## config.mk

```make
export PLATFORM = sky130hd
export DESIGN_NAME = auto_range_gain_controller
export DESIGN_NICKNAME = d
export VERILOG_FILES = /design/src/sv/agc_pkg.sv /design/src/sv/auto_range_gain_controller.sv /design/src/sv/agc_div5.sv /design/src/sv/agc_dp.sv /design/src/sv/agc_ctrl.sv
export VERILOG_INCLUDE_DIRS = /design/src /design/src/sv
export SDC_FILE = /design/constraint.sdc
export NUM_CORES = 2
export LEC_CHECK = 0
export CAP_MARGIN = 20
export CORE_MARGIN = 8
export CORE_UTILIZATION = 49
export CTS_CLUSTER_SIZE = 16
export DETAILED_ROUTE_END_ITERATION = 10
export DONT_BUFFER_PORTS = 1
export MAX_ROUTING_LAYER = met4
export SYNTH_ARGS = -nofsm -noshare
export SYNTH_HDL_FRONTEND = slang
export SYNTH_SLANG_ARGS = --single-unit
```

## constraint.sdc

```tcl
create_clock -name aclk -period 7.8 [get_ports aclk]
set_input_delay 0.78 -clock aclk [delete_from_list [all_inputs] [get_ports aclk]]
set_output_delay 0.78 -clock aclk [all_outputs]
set_load 0.01 [all_outputs]
```

## src/sv/auto_range_gain_controller_defines.svh

```systemverilog
// Assertion macros shared by the auto-ranging gain controller RTL.
// Each macro expects aclk and aresetn in scope; no other dependencies.
`ifndef AUTO_RANGE_GAIN_CONTROLLER_DEFINES_SVH
`define AUTO_RANGE_GAIN_CONTROLLER_DEFINES_SVH

// Same-cycle implication, checked out of reset.
`define AGC_ASSERT_NOW(lbl, ante, cons, msg) \
    lbl: assert property (@(posedge aclk) disable iff (!aresetn) (ante) |-> (cons)) \
        else $error(msg);

// Next-cycle implication, checked out of reset.
`define AGC_ASSERT_NEXT(lbl, ante, cons, msg) \
    lbl: assert property (@(posedge aclk) disable iff (!aresetn) (ante) |=> (cons)) \
        else $error(msg);

`endif

```

## src/sv/agc_pkg.sv

```systemverilog
// Shared types and constants of the auto-ranging gain controller.
// No dependencies; imported by every module of the block.
package agc_pkg;

    // Samples seen before the two-back clamp takes effect.
    localparam int CLAMP_START = 20;
    localparam int SEEN_W      = $clog2(CLAMP_START + 2);

    // A sample at or above this value is out of range.
    localparam logic [15:0] ERR_LIMIT = 16'd33000;

    // Divide-by-five unit: one byte per step, reciprocal multiply.
    localparam int          DIV_W      = 40;
    localparam int          DIV_STEPS  = DIV_W / 8;
    localparam int          DIV_CNT_W  = $clog2(DIV_STEPS);
    localparam logic [11:0] DIV5_RECIP = 12'd3277;
    localparam int          DIV5_SHIFT = 14;

    // Gain codes.
    localparam logic [1:0] IND_GAIN_10   = 2'd0;
    localparam logic [1:0] IND_GAIN_100  = 2'd1;
    localparam logic [1:0] IND_GAIN_1000 = 2'd2;
    localparam logic [1:0] IND_CODE_BAD  = 2'd3;
    localparam logic [1:0] RES_GAIN_1    = 2'd0;
    localparam logic [1:0] RES_GAIN_2    = 2'd1;
    localparam logic [1:0] RES_GAIN_5    = 2'd2;
    localparam logic [1:0] RES_GAIN_10   = 2'd3;

    // Reset values of the configuration registers.
    localparam logic [23:0] K_RT_RST       = 24'd65536;
    localparam logic [31:0] TARGET_RST     = 32'd65536;
    localparam logic [15:0] SAT_THR_RST    = 16'd30000;

    localparam int CFG_IDX_W  = 3;
    localparam int CFG_DATA_W = 32;

    typedef enum logic [CFG_IDX_W-1:0] {
        CFG_K_RT           = 3'd0,
        CFG_TARGET_CURRENT = 3'd1,
        CFG_SAT_THR_IND    = 3'd2,
        CFG_SAT_THR_RES    = 3'd3,
        CFG_START_GAIN_IND = 3'd4,
        CFG_START_GAIN_RES = 3'd5
    } cfg_idx_t;

    typedef enum logic [2:0] {
        ST_IDLE,
        ST_MUL,
        ST_LOAD_CUR,
        ST_DIV_CUR,
        ST_DIV_LIM
    } ctrl_state_t;

    // Input beat, last field in the lowest bits.
    typedef struct packed {
        logic [23:0] timer_value;
        logic [15:0] sample_res;
        logic [15:0] sample_ind;
    } agc_in_t;

    localparam int IN_W = $bits(agc_in_t);

    // Result beat, last field in the lowest bits.
    typedef struct packed {
        logic [23:0] reach_tick;
        logic        fet_on;
        logic        setting_error;
        logic        current_reached;
        logic        gain_ok;
        logic [31:0] current;
        logic [1:0]  gain_r_code;
        logic [1:0]  gain_l_code;
    } agc_out_t;

    localparam int OUT_W = $bits(agc_out_t);

    // Controller to datapath.
    typedef struct packed {
        logic load_in;   // capture the accepted input beat
        logic mul;       // form k_rt * sample_res
        logic load_cur;  // start dividing the product
        logic capt_cur;  // take the raw current, start dividing the limit
        logic commit;    // update state and write the result register
    } dp_cmd_t;

    // Datapath to controller.
    typedef struct packed {
        logic div_busy;
    } dp_sts_t;

endpackage

```

## src/sv/auto_range_gain_controller.sv

```systemverilog
// Top level of the auto-ranging gain controller for a two-channel inductance meter.
// Depends on agc_pkg, agc_ctrl and agc_dp.
//
//   Channel   Direction  Handshake            Payload
//   s_        in         s_tvalid / s_tready  s_tdata: sample_ind, sample_res, timer_value
//   m_        out        m_tvalid / m_tready  m_tdata: gains, current, flags, reach_tick
//   cfg_      in         cfg_valid/cfg_ready  cfg_index, cfg_data
//
// The shared divide-by-five unit runs twice per item (raw current, then the clamp limit)
// at one byte of 40 per cycle, and a new beat is accepted only once the last item commits.
// The result register parts the two sides: the next beat is accepted while a result
// still waits, and only the final commit stalls while the output is held by the sink.
// Reset (aresetn low at a rising edge) restores the configuration, the gain codes and
// all item state at once; the working data registers need no reset and there is no
// clearing pass. Configuration writes are always accepted.
module auto_range_gain_controller import agc_pkg::*; (
    input  logic                  aclk,
    input  logic                  aresetn,
    // Input beat, lowest bits first: sample_ind[15:0], sample_res[31:16],
    // timer_value[55:32].
    input  logic                  s_tvalid,
    output logic                  s_tready,
    input  logic [IN_W-1:0]       s_tdata,
    // Result beat, lowest bits first: gain_l_code[1:0], gain_r_code[3:2],
    // current[35:4], gain_ok[36], current_reached[37], setting_error[38],
    // fet_on[39], reach_tick[63:40].
    output logic                  m_tvalid,
    input  logic                  m_tready,
    output logic [OUT_W-1:0]      m_tdata,
    // Register writes: index 0 k_rt, 1 target_current, 2 sat_threshold_ind,
    // 3 sat_threshold_res, 4 start_gain_ind, 5 start_gain_res; others ignored.
    input  logic                  cfg_valid,
    output logic                  cfg_ready,
    input  logic [CFG_IDX_W-1:0]  cfg_index,
    input  logic [CFG_DATA_W-1:0] cfg_data
);

    dp_cmd_t cmd;
    dp_sts_t sts;

    // The register file takes a write in any cycle.
    assign cfg_ready = 1'b1;

    agc_ctrl u_ctrl (
        .aclk     (aclk),
        .aresetn  (aresetn),
        .s_tvalid (s_tvalid),
        .s_tready (s_tready),
        .m_tvalid (m_tvalid),
        .m_tready (m_tready),
        .sts      (sts),
        .cmd      (cmd)
    );

    // The datapath holds the configuration, the gain state and the result register.
    agc_dp u_dp (
        .aclk      (aclk),
        .aresetn   (aresetn),
        .cmd       (cmd),
        .sts       (sts),
        .in_data   (s_tdata),
        .cfg_we    (cfg_valid && cfg_ready),
        .cfg_idx   (cfg_index),
        .cfg_wdata (cfg_data),
        .out_data  (m_tdata)
    );

endmodule

```

## src/sv/agc_div5.sv

```systemverilog
// Divide-by-five unit, one byte of quotient per cycle, most significant first.
// Depends on agc_pkg for its width and reciprocal constants.
module agc_div5 import agc_pkg::*; (
    input  logic             aclk,
    input  logic             aresetn,
    input  logic             load,
    input  logic [DIV_W-1:0] dividend,
    output logic             busy,
    output logic [DIV_W-1:0] quotient
);

    logic [DIV_W-1:0]     work_reg, work_next;
    logic [2:0]           rem_reg, rem_next;
    logic [DIV_CNT_W-1:0] cnt_reg, cnt_next;
    logic                 busy_reg, busy_next;

    logic [10:0] part;
    logic [22:0] part_scaled;
    logic [7:0]  q_byte;
    logic [10:0] q_times5;
    logic [10:0] part_rem;

    // The partial dividend stays below 1280, where the reciprocal is exact.
    assign part        = {rem_reg, work_reg[DIV_W-1 -: 8]};
    assign part_scaled = 23'(part) * 23'(DIV5_RECIP);
    assign q_byte      = part_scaled[DIV5_SHIFT +: 8];
    assign q_times5    = {1'b0, q_byte, 2'b00} + {3'b000, q_byte};
    assign part_rem    = part - q_times5;

    always_comb begin
        work_next = work_reg;
        rem_next  = rem_reg;
        cnt_next  = cnt_reg;
        busy_next = busy_reg;
        if (load) begin
            work_next = dividend;
            rem_next  = 3'd0;
            cnt_next  = '0;
            busy_next = 1'b1;
        end else if (busy_reg) begin
            work_next = {work_reg[DIV_W-9:0], q_byte};
            rem_next  = part_rem[2:0];
            cnt_next  = cnt_reg + 1'b1;
            if (cnt_reg == DIV_CNT_W'(DIV_STEPS - 1)) begin
                busy_next = 1'b0;
            end
        end
    end

    always_ff @(posedge aclk) begin
        if (!aresetn) begin
            busy_reg <= 1'b0;
            cnt_reg  <= '0;
        end else begin
            busy_reg <= busy_next;
            cnt_reg  <= cnt_next;
        end
        work_reg <= work_next;
        rem_reg  <= rem_next;
    end

    assign busy     = busy_reg;
    assign quotient = work_reg;

endmodule

```

## src/sv/agc_dp.sv

```systemverilog
// Datapath: configuration registers, multiplier, divider, clamp, gain rules.
// Depends on agc_pkg, agc_div5 and the assertion macro header.
`include "auto_range_gain_controller_defines.svh"

module agc_dp import agc_pkg::*; (
    input  logic                  aclk,
    input  logic                  aresetn,
    input  dp_cmd_t               cmd,
    output dp_sts_t               sts,
    input  logic [IN_W-1:0]       in_data,
    input  logic                  cfg_we,
    input  logic [CFG_IDX_W-1:0]  cfg_idx,
    input  logic [CFG_DATA_W-1:0] cfg_wdata,
    output logic [OUT_W-1:0]      out_data
);

    // Configuration.
    logic [23:0] k_rt_reg;
    logic [31:0] target_reg;
    logic [15:0] thr_ind_reg;
    logic [15:0] thr_res_reg;

    // Block state.
    logic [1:0]        ind_gain_reg, ind_gain_next;
    logic [1:0]        res_gain_reg, res_gain_next;
    logic [31:0]       hist0_reg, hist1_reg;
    logic [SEEN_W-1:0] seen_reg, seen_next;
    logic              gain_ok_reg, gain_ok_next;
    logic              reached_reg, reached_next;
    logic              error_reg, error_next;
    logic [23:0]       held_tick_reg, held_tick_next;

    // Working registers.
    agc_in_t          in_reg;
    logic [DIV_W-1:0] prod_reg;
    logic [31:0]      cur_raw_reg;
    agc_out_t         out_reg;

    logic [DIV_W-1:0] mul_w;
    logic [DIV_W-1:0] prod_half;
    logic [DIV_W-1:0] div_din;
    logic             div_load;
    logic             div_busy;
    logic [DIV_W-1:0] div_q;
    logic [DIV_W-1:0] cur_sel;
    logic [31:0]      cur_sat;
    logic [35:0]      hist_x11;
    logic [31:0]      lim_sat;
    logic             clamp_on;
    logic [31:0]      cur_final;
    logic             fet;
    logic             in_range;
    logic             sat_ind;
    logic             sat_res;
    cfg_idx_t         cfg_sel;

    assign mul_w     = DIV_W'(k_rt_reg) * DIV_W'(in_reg.sample_res);
    assign prod_half = {1'b0, prod_reg[DIV_W-1:1]};

    // Gain 10 divides the halved product by five.
    assign div_load = cmd.load_cur || cmd.capt_cur;
    assign hist_x11 = {1'b0, hist0_reg, 3'b000} + {3'b000, hist0_reg, 1'b0}
                    + {4'b0000, hist0_reg};
    assign div_din  = cmd.capt_cur ? {5'b00000, hist_x11[35:1]}
                    : ((res_gain_reg == RES_GAIN_10) ? prod_half : prod_reg);

    agc_div5 u_div5 (
        .aclk     (aclk),
        .aresetn  (aresetn),
        .load     (div_load),
        .dividend (div_din),
        .busy     (div_busy),
        .quotient (div_q)
    );

    assign sts.div_busy = div_busy;

    always_comb begin
        unique case (res_gain_reg)
            RES_GAIN_1:  cur_sel = prod_reg;
            RES_GAIN_2:  cur_sel = prod_half;
            RES_GAIN_5:  cur_sel = div_q;
            RES_GAIN_10: cur_sel = div_q;
            default:     cur_sel = div_q;
        endcase
    end

    assign cur_sat = (|cur_sel[DIV_W-1:32]) ? '1 : cur_sel[31:0];
    assign lim_sat = (|div_q[DIV_W-1:32]) ? '1 : div_q[31:0];

    // Sample counter saturates one past the clamp start.
    assign seen_next = (seen_reg < SEEN_W'(CLAMP_START + 1)) ? seen_reg + 1'b1 : seen_reg;
    assign clamp_on  = seen_next > SEEN_W'(CLAMP_START);
    assign cur_final = (clamp_on && (cur_raw_reg > lim_sat)) ? lim_sat : cur_raw_reg;

    assign in_range = (in_reg.sample_ind < ERR_LIMIT) && (in_reg.sample_res < ERR_LIMIT);
    assign sat_ind  = in_reg.sample_ind > thr_ind_reg;
    assign sat_res  = in_reg.sample_res > thr_res_reg;

    // Gain stepping: the inductor rule runs first and the resistor rule sees its result.
    always_comb begin
        ind_gain_next  = ind_gain_reg;
        res_gain_next  = res_gain_reg;
        gain_ok_next   = gain_ok_reg;
        reached_next   = reached_reg;
        error_next     = error_reg;
        held_tick_next = held_tick_reg;
        fet            = 1'b1;
        if (in_range) begin
            gain_ok_next = 1'b1;
            if (sat_ind) begin
                if (ind_gain_next != IND_GAIN_10) begin
                    ind_gain_next = IND_GAIN_10;
                    if ((res_gain_next == RES_GAIN_1) || (res_gain_next == RES_GAIN_5)) begin
                        res_gain_next = RES_GAIN_2;
                    end
                end
                gain_ok_next = 1'b0;
            end
            if (sat_res) begin
                priority if ((res_gain_next == RES_GAIN_5) || (res_gain_next == RES_GAIN_10)) begin
                    res_gain_next = RES_GAIN_2;
                end else if ((res_gain_next == RES_GAIN_2) && (ind_gain_next == IND_GAIN_1000)) begin
                    res_gain_next = RES_GAIN_1;
                end else begin
                    res_gain_next = res_gain_next;
                end
                gain_ok_next = 1'b0;
            end
            if (gain_ok_next && (cur_final >= target_reg)) begin
                held_tick_next = in_reg.timer_value;
                reached_next   = 1'b1;
                fet            = 1'b0;
            end
        end else begin
            error_next = 1'b1;
        end
    end

    assign cfg_sel = cfg_idx_t'(cfg_idx);

    always_ff @(posedge aclk) begin
        if (!aresetn) begin
            k_rt_reg      <= K_RT_RST;
            target_reg    <= TARGET_RST;
            thr_ind_reg   <= SAT_THR_RST;
            thr_res_reg   <= SAT_THR_RST;
            ind_gain_reg  <= IND_GAIN_1000;
            res_gain_reg  <= RES_GAIN_10;
            hist0_reg     <= '0;
            hist1_reg     <= '0;
            seen_reg      <= '0;
            gain_ok_reg   <= 1'b0;
            reached_reg   <= 1'b0;
            error_reg     <= 1'b0;
            held_tick_reg <= '0;
        end else begin
            if (cmd.commit) begin
                ind_gain_reg  <= ind_gain_next;
                res_gain_reg  <= res_gain_next;
                hist0_reg     <= hist1_reg;
                hist1_reg     <= cur_final;
                seen_reg      <= seen_next;
                gain_ok_reg   <= gain_ok_next;
                reached_reg   <= reached_next;
                error_reg     <= error_next;
                held_tick_reg <= held_tick_next;
            end
            if (cfg_we) begin
                unique case (cfg_sel)
                    CFG_K_RT:           k_rt_reg    <= cfg_wdata[23:0];
                    CFG_TARGET_CURRENT: target_reg  <= cfg_wdata;
                    CFG_SAT_THR_IND:    thr_ind_reg <= cfg_wdata[15:0];
                    CFG_SAT_THR_RES:    thr_res_reg <= cfg_wdata[15:0];
                    CFG_START_GAIN_IND: begin
                        // Code three has no meaning and is taken as gain 1000.
                        ind_gain_reg <= (cfg_wdata[1:0] == IND_CODE_BAD) ? IND_GAIN_1000
                                                                          : cfg_wdata[1:0];
                    end
                    CFG_START_GAIN_RES: res_gain_reg <= cfg_wdata[1:0];
                    default: begin
                    end
                endcase
            end
        end
    end

    always_ff @(posedge aclk) begin
        if (cmd.load_in) begin
            in_reg <= agc_in_t'(in_data);
        end
        if (cmd.mul) begin
            prod_reg <= mul_w;
        end
        if (cmd.capt_cur) begin
            cur_raw_reg <= cur_sat;
        end
        if (cmd.commit) begin
            out_reg.gain_l_code     <= ind_gain_next;
            out_reg.gain_r_code     <= res_gain_next;
            out_reg.current         <= cur_final;
            out_reg.gain_ok         <= gain_ok_next;
            out_reg.current_reached <= reached_next;
            out_reg.setting_error   <= error_next;
            out_reg.fet_on          <= fet;
            out_reg.reach_tick      <= held_tick_next;
        end
    end

    assign out_data = out_reg;

    `AGC_ASSERT_NOW(a_ind_gain_legal, 1'b1, ind_gain_reg != IND_CODE_BAD, "inductor gain code three held")
    `AGC_ASSERT_NOW(a_seen_bound, 1'b1, seen_reg <= SEEN_W'(CLAMP_START + 1), "sample count past its limit")
    `AGC_ASSERT_NEXT(a_hist_shift, cmd.commit, hist0_reg == $past(hist1_reg), "current history did not shift")

endmodule

```

## src/sv/agc_ctrl.sv

```systemverilog
// Controller state machine that sequences one item through the datapath.
// Depends on agc_pkg and the assertion macro header.
`include "auto_range_gain_controller_defines.svh"

module agc_ctrl import agc_pkg::*; (
    input  logic    aclk,
    input  logic    aresetn,
    input  logic    s_tvalid,
    output logic    s_tready,
    output logic    m_tvalid,
    input  logic    m_tready,
    input  dp_sts_t sts,
    output dp_cmd_t cmd
);

    ctrl_state_t state_reg, state_next;
    logic        m_tvalid_reg, m_tvalid_next;
    logic        out_busy;

    // The result register is free unless it holds a beat that is not taken now.
    assign out_busy = m_tvalid_reg && !m_tready;

    always_comb begin
        state_next = state_reg;
        unique case (state_reg)
            ST_IDLE: begin
                if (s_tvalid) begin
                    state_next = ST_MUL;
                end
            end
            ST_MUL:      state_next = ST_LOAD_CUR;
            ST_LOAD_CUR: state_next = ST_DIV_CUR;
            ST_DIV_CUR: begin
                if (!sts.div_busy) begin
                    state_next = ST_DIV_LIM;
                end
            end
            ST_DIV_LIM: begin
                if (!sts.div_busy && !out_busy) begin
                    state_next = ST_IDLE;
                end
            end
            default: state_next = ST_IDLE;
        endcase
    end

    always_comb begin
        cmd      = '0;
        s_tready = 1'b0;
        unique case (state_reg)
            ST_IDLE: begin
                s_tready    = 1'b1;
                cmd.load_in = s_tvalid;
            end
            ST_MUL:      cmd.mul      = 1'b1;
            ST_LOAD_CUR: cmd.load_cur = 1'b1;
            ST_DIV_CUR:  cmd.capt_cur = !sts.div_busy;
            ST_DIV_LIM:  cmd.commit   = !sts.div_busy && !out_busy;
            default: begin
            end
        endcase
    end

    assign m_tvalid_next = cmd.commit ? 1'b1 : (m_tready ? 1'b0 : m_tvalid_reg);

    always_ff @(posedge aclk) begin
        if (!aresetn) begin
            state_reg    <= ST_IDLE;
            m_tvalid_reg <= 1'b0;
        end else begin
            state_reg    <= state_next;
            m_tvalid_reg <= m_tvalid_next;
        end
    end

    assign m_tvalid = m_tvalid_reg;

    `AGC_ASSERT_NOW(a_commit_free, cmd.commit, !out_busy, "result written over a waiting beat")
    `AGC_ASSERT_NOW(a_idle_div_quiet, state_reg == ST_IDLE, !sts.div_busy, "divider busy while idle")
    `AGC_ASSERT_NOW(a_valid_from_commit, $rose(m_tvalid_reg), $past(cmd.commit), "result valid without commit")

endmodule
```

==> results.py <==
metrics = {
    "logic_synthesis": {
        "synth_warnings": 0,
        "yosysTopAreaCell": "fa_1",
        "yosys-top-cells-area": "fa_1 20%, edfxtp_1 19%, dfxtp_1 11%, ha_1 11%, nand2_1 6.3%",
        "synth_enable_flop_cells": 232,
        "syn_avg_cell_area_um2": 9.54,
        "netlist.area_leader.share": 0.203,
        "synth.distinct_cells": 78,
        "synth-compound-area-share": 0.112,
        "synth_simple_gate_area_frac": 0.155,
        "synthMuxAreaShare": 0.0305,
        "synthFlopType": "edfxtp_1",
        "synth_top_family_by_area": "adder cells",
        "synthTopCellsByCount": "611 x nand2_1, 500 x inv_1, 368 x fa_1",
        "syn_area_um2": 36300,
        "async_reset_ff_frac": 0,
        "syn_inst": 3802,
        "synth_seq_cells": 431,
        "yosysMostFrequentCell": "nand2_1",
        "synthAdderAreaFrac": 0.311,
        "synth_xor_area_frac": 0.0181,
        "ys_seq_area_frac": 0.302,
        "syn_nets": 4579,
    },
    "sta": {
        "tightest_slew_ps": 986,
        "slew_violations": 0,
        "min_period_ps": 7130,
        "finalClockSkew_ps": 49.7,
        "finalSetupTns_ps": 0,
        "rsz0062_at_grt": "false",
        "maxSlewHeadroom": 0.340,
        "setup_viol": 0,
        "fmaxAchievable_mhz": 140,
        "finalHoldViolations": 0,
        "fin_crit_sh": 0.914,
    },
    "setup_path": {
        "cp.required_ps": 8120,
        "r2r-start": "u_dp.in_reg[22]",
        "worst_path_max_delay_cell": "edfxtp_1",
        "r2r_end": "u_dp.prod_reg[35]",
        "end_kind": "flop",
        "critPathCapture": "u_dp.prod_reg[35]",
        "worst_ep_arrival_time_ps": 7450,
        "cp-start-kind": "flop",
        "rr_worst_depth": 21,
        "critPathLaunch": "u_dp.in_reg[22]",
        "cp_common_cell": "fa_1",
        "cp.depth": 21,
        "worst-path-buf-inv": 4,
        "cpPeakStageDelay_ps": 830,
        "ff2ff_setup_slack_ps": 670,
        "path_max_fanout": 16,
        "path_cells": "buf_4 -> nand2_1 -> fa_1 -> inv_1 -> fa_1 -> inv_1 -> fa_1 -> fa_1 -> fa_1 -> inv_1 -> fa_1 -> ha_1 -> a21o_1 -> a21o_1 -> a221oi_1 -> a21oi_1 -> a21oi_1 -> nor2_1 -> o31a_1 -> nor2_1 -> xnor2_1",
        "path_class": "reg -> reg",
        "path_delay_family": "adder cells",
    },
    "clocking": {
        "cts_inserted_buffers": 50,
        "cts-root-buf": "clkbuf_16",
        "htreeDepth": 2,
        "cts_tree": "done",
        "cts.sinks": 431,
        "clk_path_buf_depth": 3,
        "clock_latency_ps": 610,
        "cts_resized": 0,
        "clk_pin_slew_worst_paths_ps": 60,
        "post_cts_buffers": 0,
        "holdBufCountCts": 0,
    },
    "floorplan": {
        "start_util": 0.496,
        "io_pins": 163,
        "fp.dieW_um": 288,
        "die_area_um2": 83000,
        "rows": 99,
        "core_um2": 73100,
        "die_h_um": 288,
    },
    "global_route": {
        "antenna_found_initial": 0,
        "first_global_vias": 25800,
        "grt_usage": 0.242,
        "grt_max_degree": 196,
        "grt_pass1_wl_um": 153000,
        "grt_overflow": 0,
    },
    "placement": {
        "port_buffers": 0,
        "dp_cells": 4649,
        "gp_congestion": 0.900,
        "dp_hpwl_um": 75200,
    },
    "layout": {
        "multi_input_area_um2": 22700,
        "area_growth_pct": 7.77,
        "drive_gt1_frac": 0.0563,
        "fin_cells": 4745,
        "antenna_cells": 0,
        "regArea_um2": 11000,
        "fillers": 6699,
        "largest_reg_flops": 64,
        "fin_nets": 4521,
    },
    "power_and_ir_drop": {
        "power_density_nw_per_um2": 233,
        "vdd_drop_max_v": 0.000509,
        "p_leak_nw": 17.3,
    },
    "flow_run": {
        "cap_violations": 0,
    },
    "detailed_routing": {
        "top_layer_used": "met4",
        "vias": 26200,
        "first_iter_violations": 1869,
        "drc": 0,
        "ant_nets": 0,
        "viasPerCell": 5.52,
        "wl_met1_um": 43300,
        "wl_per_cell_um": 20.8,
        "wl_met3_um": 4620,
        "routed_wl_um": 98500,
        "drt-pass1-iter-count": 5,
        "wl_met2_um": 48100,
    },
    "outcome": {
        "status": "completed",
    },
    "worst_hold_path": {
        "hold_path.class": "in -> reg",
    },
}
==> power by group <==
group	internal [W]	total, W	switching, W
logic	0.00164	0.00386	0.00222
registers	0.00265	0.00285	0.000203
clock network	0.00141	0.00241	0.000996
==> cell type report <==
class                      count  area share
clock buffer                  76      0.0376
clock inverter                18     0.00612
inverter                     502      0.0483
multi-input combinational   2690       0.582
sequential                   431       0.280
tap                          959      0.0307
timing repair buffer          69      0.0150
==> how the worst min path moves through the flow <==
stage	startpoint	to	slack [ps]	depth (start not counted)
4_1_cts	s_tdata[48]	u_dp.in_reg[48]	230	0
6_report	s_tdata[48]	u_dp.in_reg[48]	260	0
2_1_floorplan	u_dp.error_reg	u_dp.error_reg	430	1
3_5_place_dp	u_dp.error_reg	u_dp.error_reg	450	1
5_1_grt	s_tdata[42]	u_dp.in_reg[42]	230	0
3_3_place_gp	u_dp.error_reg	u_dp.error_reg	440	1
==> cell usage in the layout (no fill, tap or decap), types with 12 or more instances in the layout <==
cell / netlist / layout
o31ai_1: 38 / 38
nor2b_1: 44 / 44
a21o_1: 50 / 50
nand3_1: 103 / 102
buf_4: 1 / 64
nand2b_1: 16 / 15
a211oi_1: 13 / 13
and2_1: 191 / 190
o21ai_0: 113 / 113
mux2i_1: 70 / 70
mux2_2: 36 / 36
a21boi_0: 107 / 107
o211ai_1: 38 / 38
a21oi_1: 125 / 125
xor2_1: 27 / 27
nor2_1: 158 / 157
o21a_1: 19 / 19
a31oi_1: 12 / 12
nand4_1: 22 / 22
o21bai_1: 17 / 17
nand2_1: 611 / 611
clkbuf_16: 0 / 51
edfxtp_1: 232 / 232
fa_1: 368 / 368
inv_1: 500 / 499
ha_1: 313 / 313
dfxtp_1: 199 / 198
xnor2_1: 48 / 48
clkbuf_1: 157 / 15
nor3_1: 21 / 21
==> per-layer routing <==
layer / global-route usage / vias to the layer above
li1: - / 12400
met1: 0.324 / 13000
met2: 0.398 / 660
met3: 0.0211 / 134
met5: - / -
met4: 0.0619 / 0
==> cells by family after synthesis <==
family,count (synthesis)
DFF,431
muxes,106
and+or+nand+nor,1222
adders and majority gates,681
buffers and inverters,681
xor gates and xnor gates,75
AOI/OAI and AO/OA,605
other,1
==> metrics by stage <==
stage                     area (um^2)  utilization  setup slack, ps  hold slack, ps  total power (W)
after floorplan                 36300            -             1570             432          0.00572
after global placement          37300        0.511              850             442          0.00669
after detailed placement        37300        0.511              721             450          0.00674
after CTS                       39000        0.534              672             227          0.00919
after global routing            39100        0.535              318             234          0.00987
final                           39100        0.535              673             263          0.00912
Power figures use the tool's default switching activity.
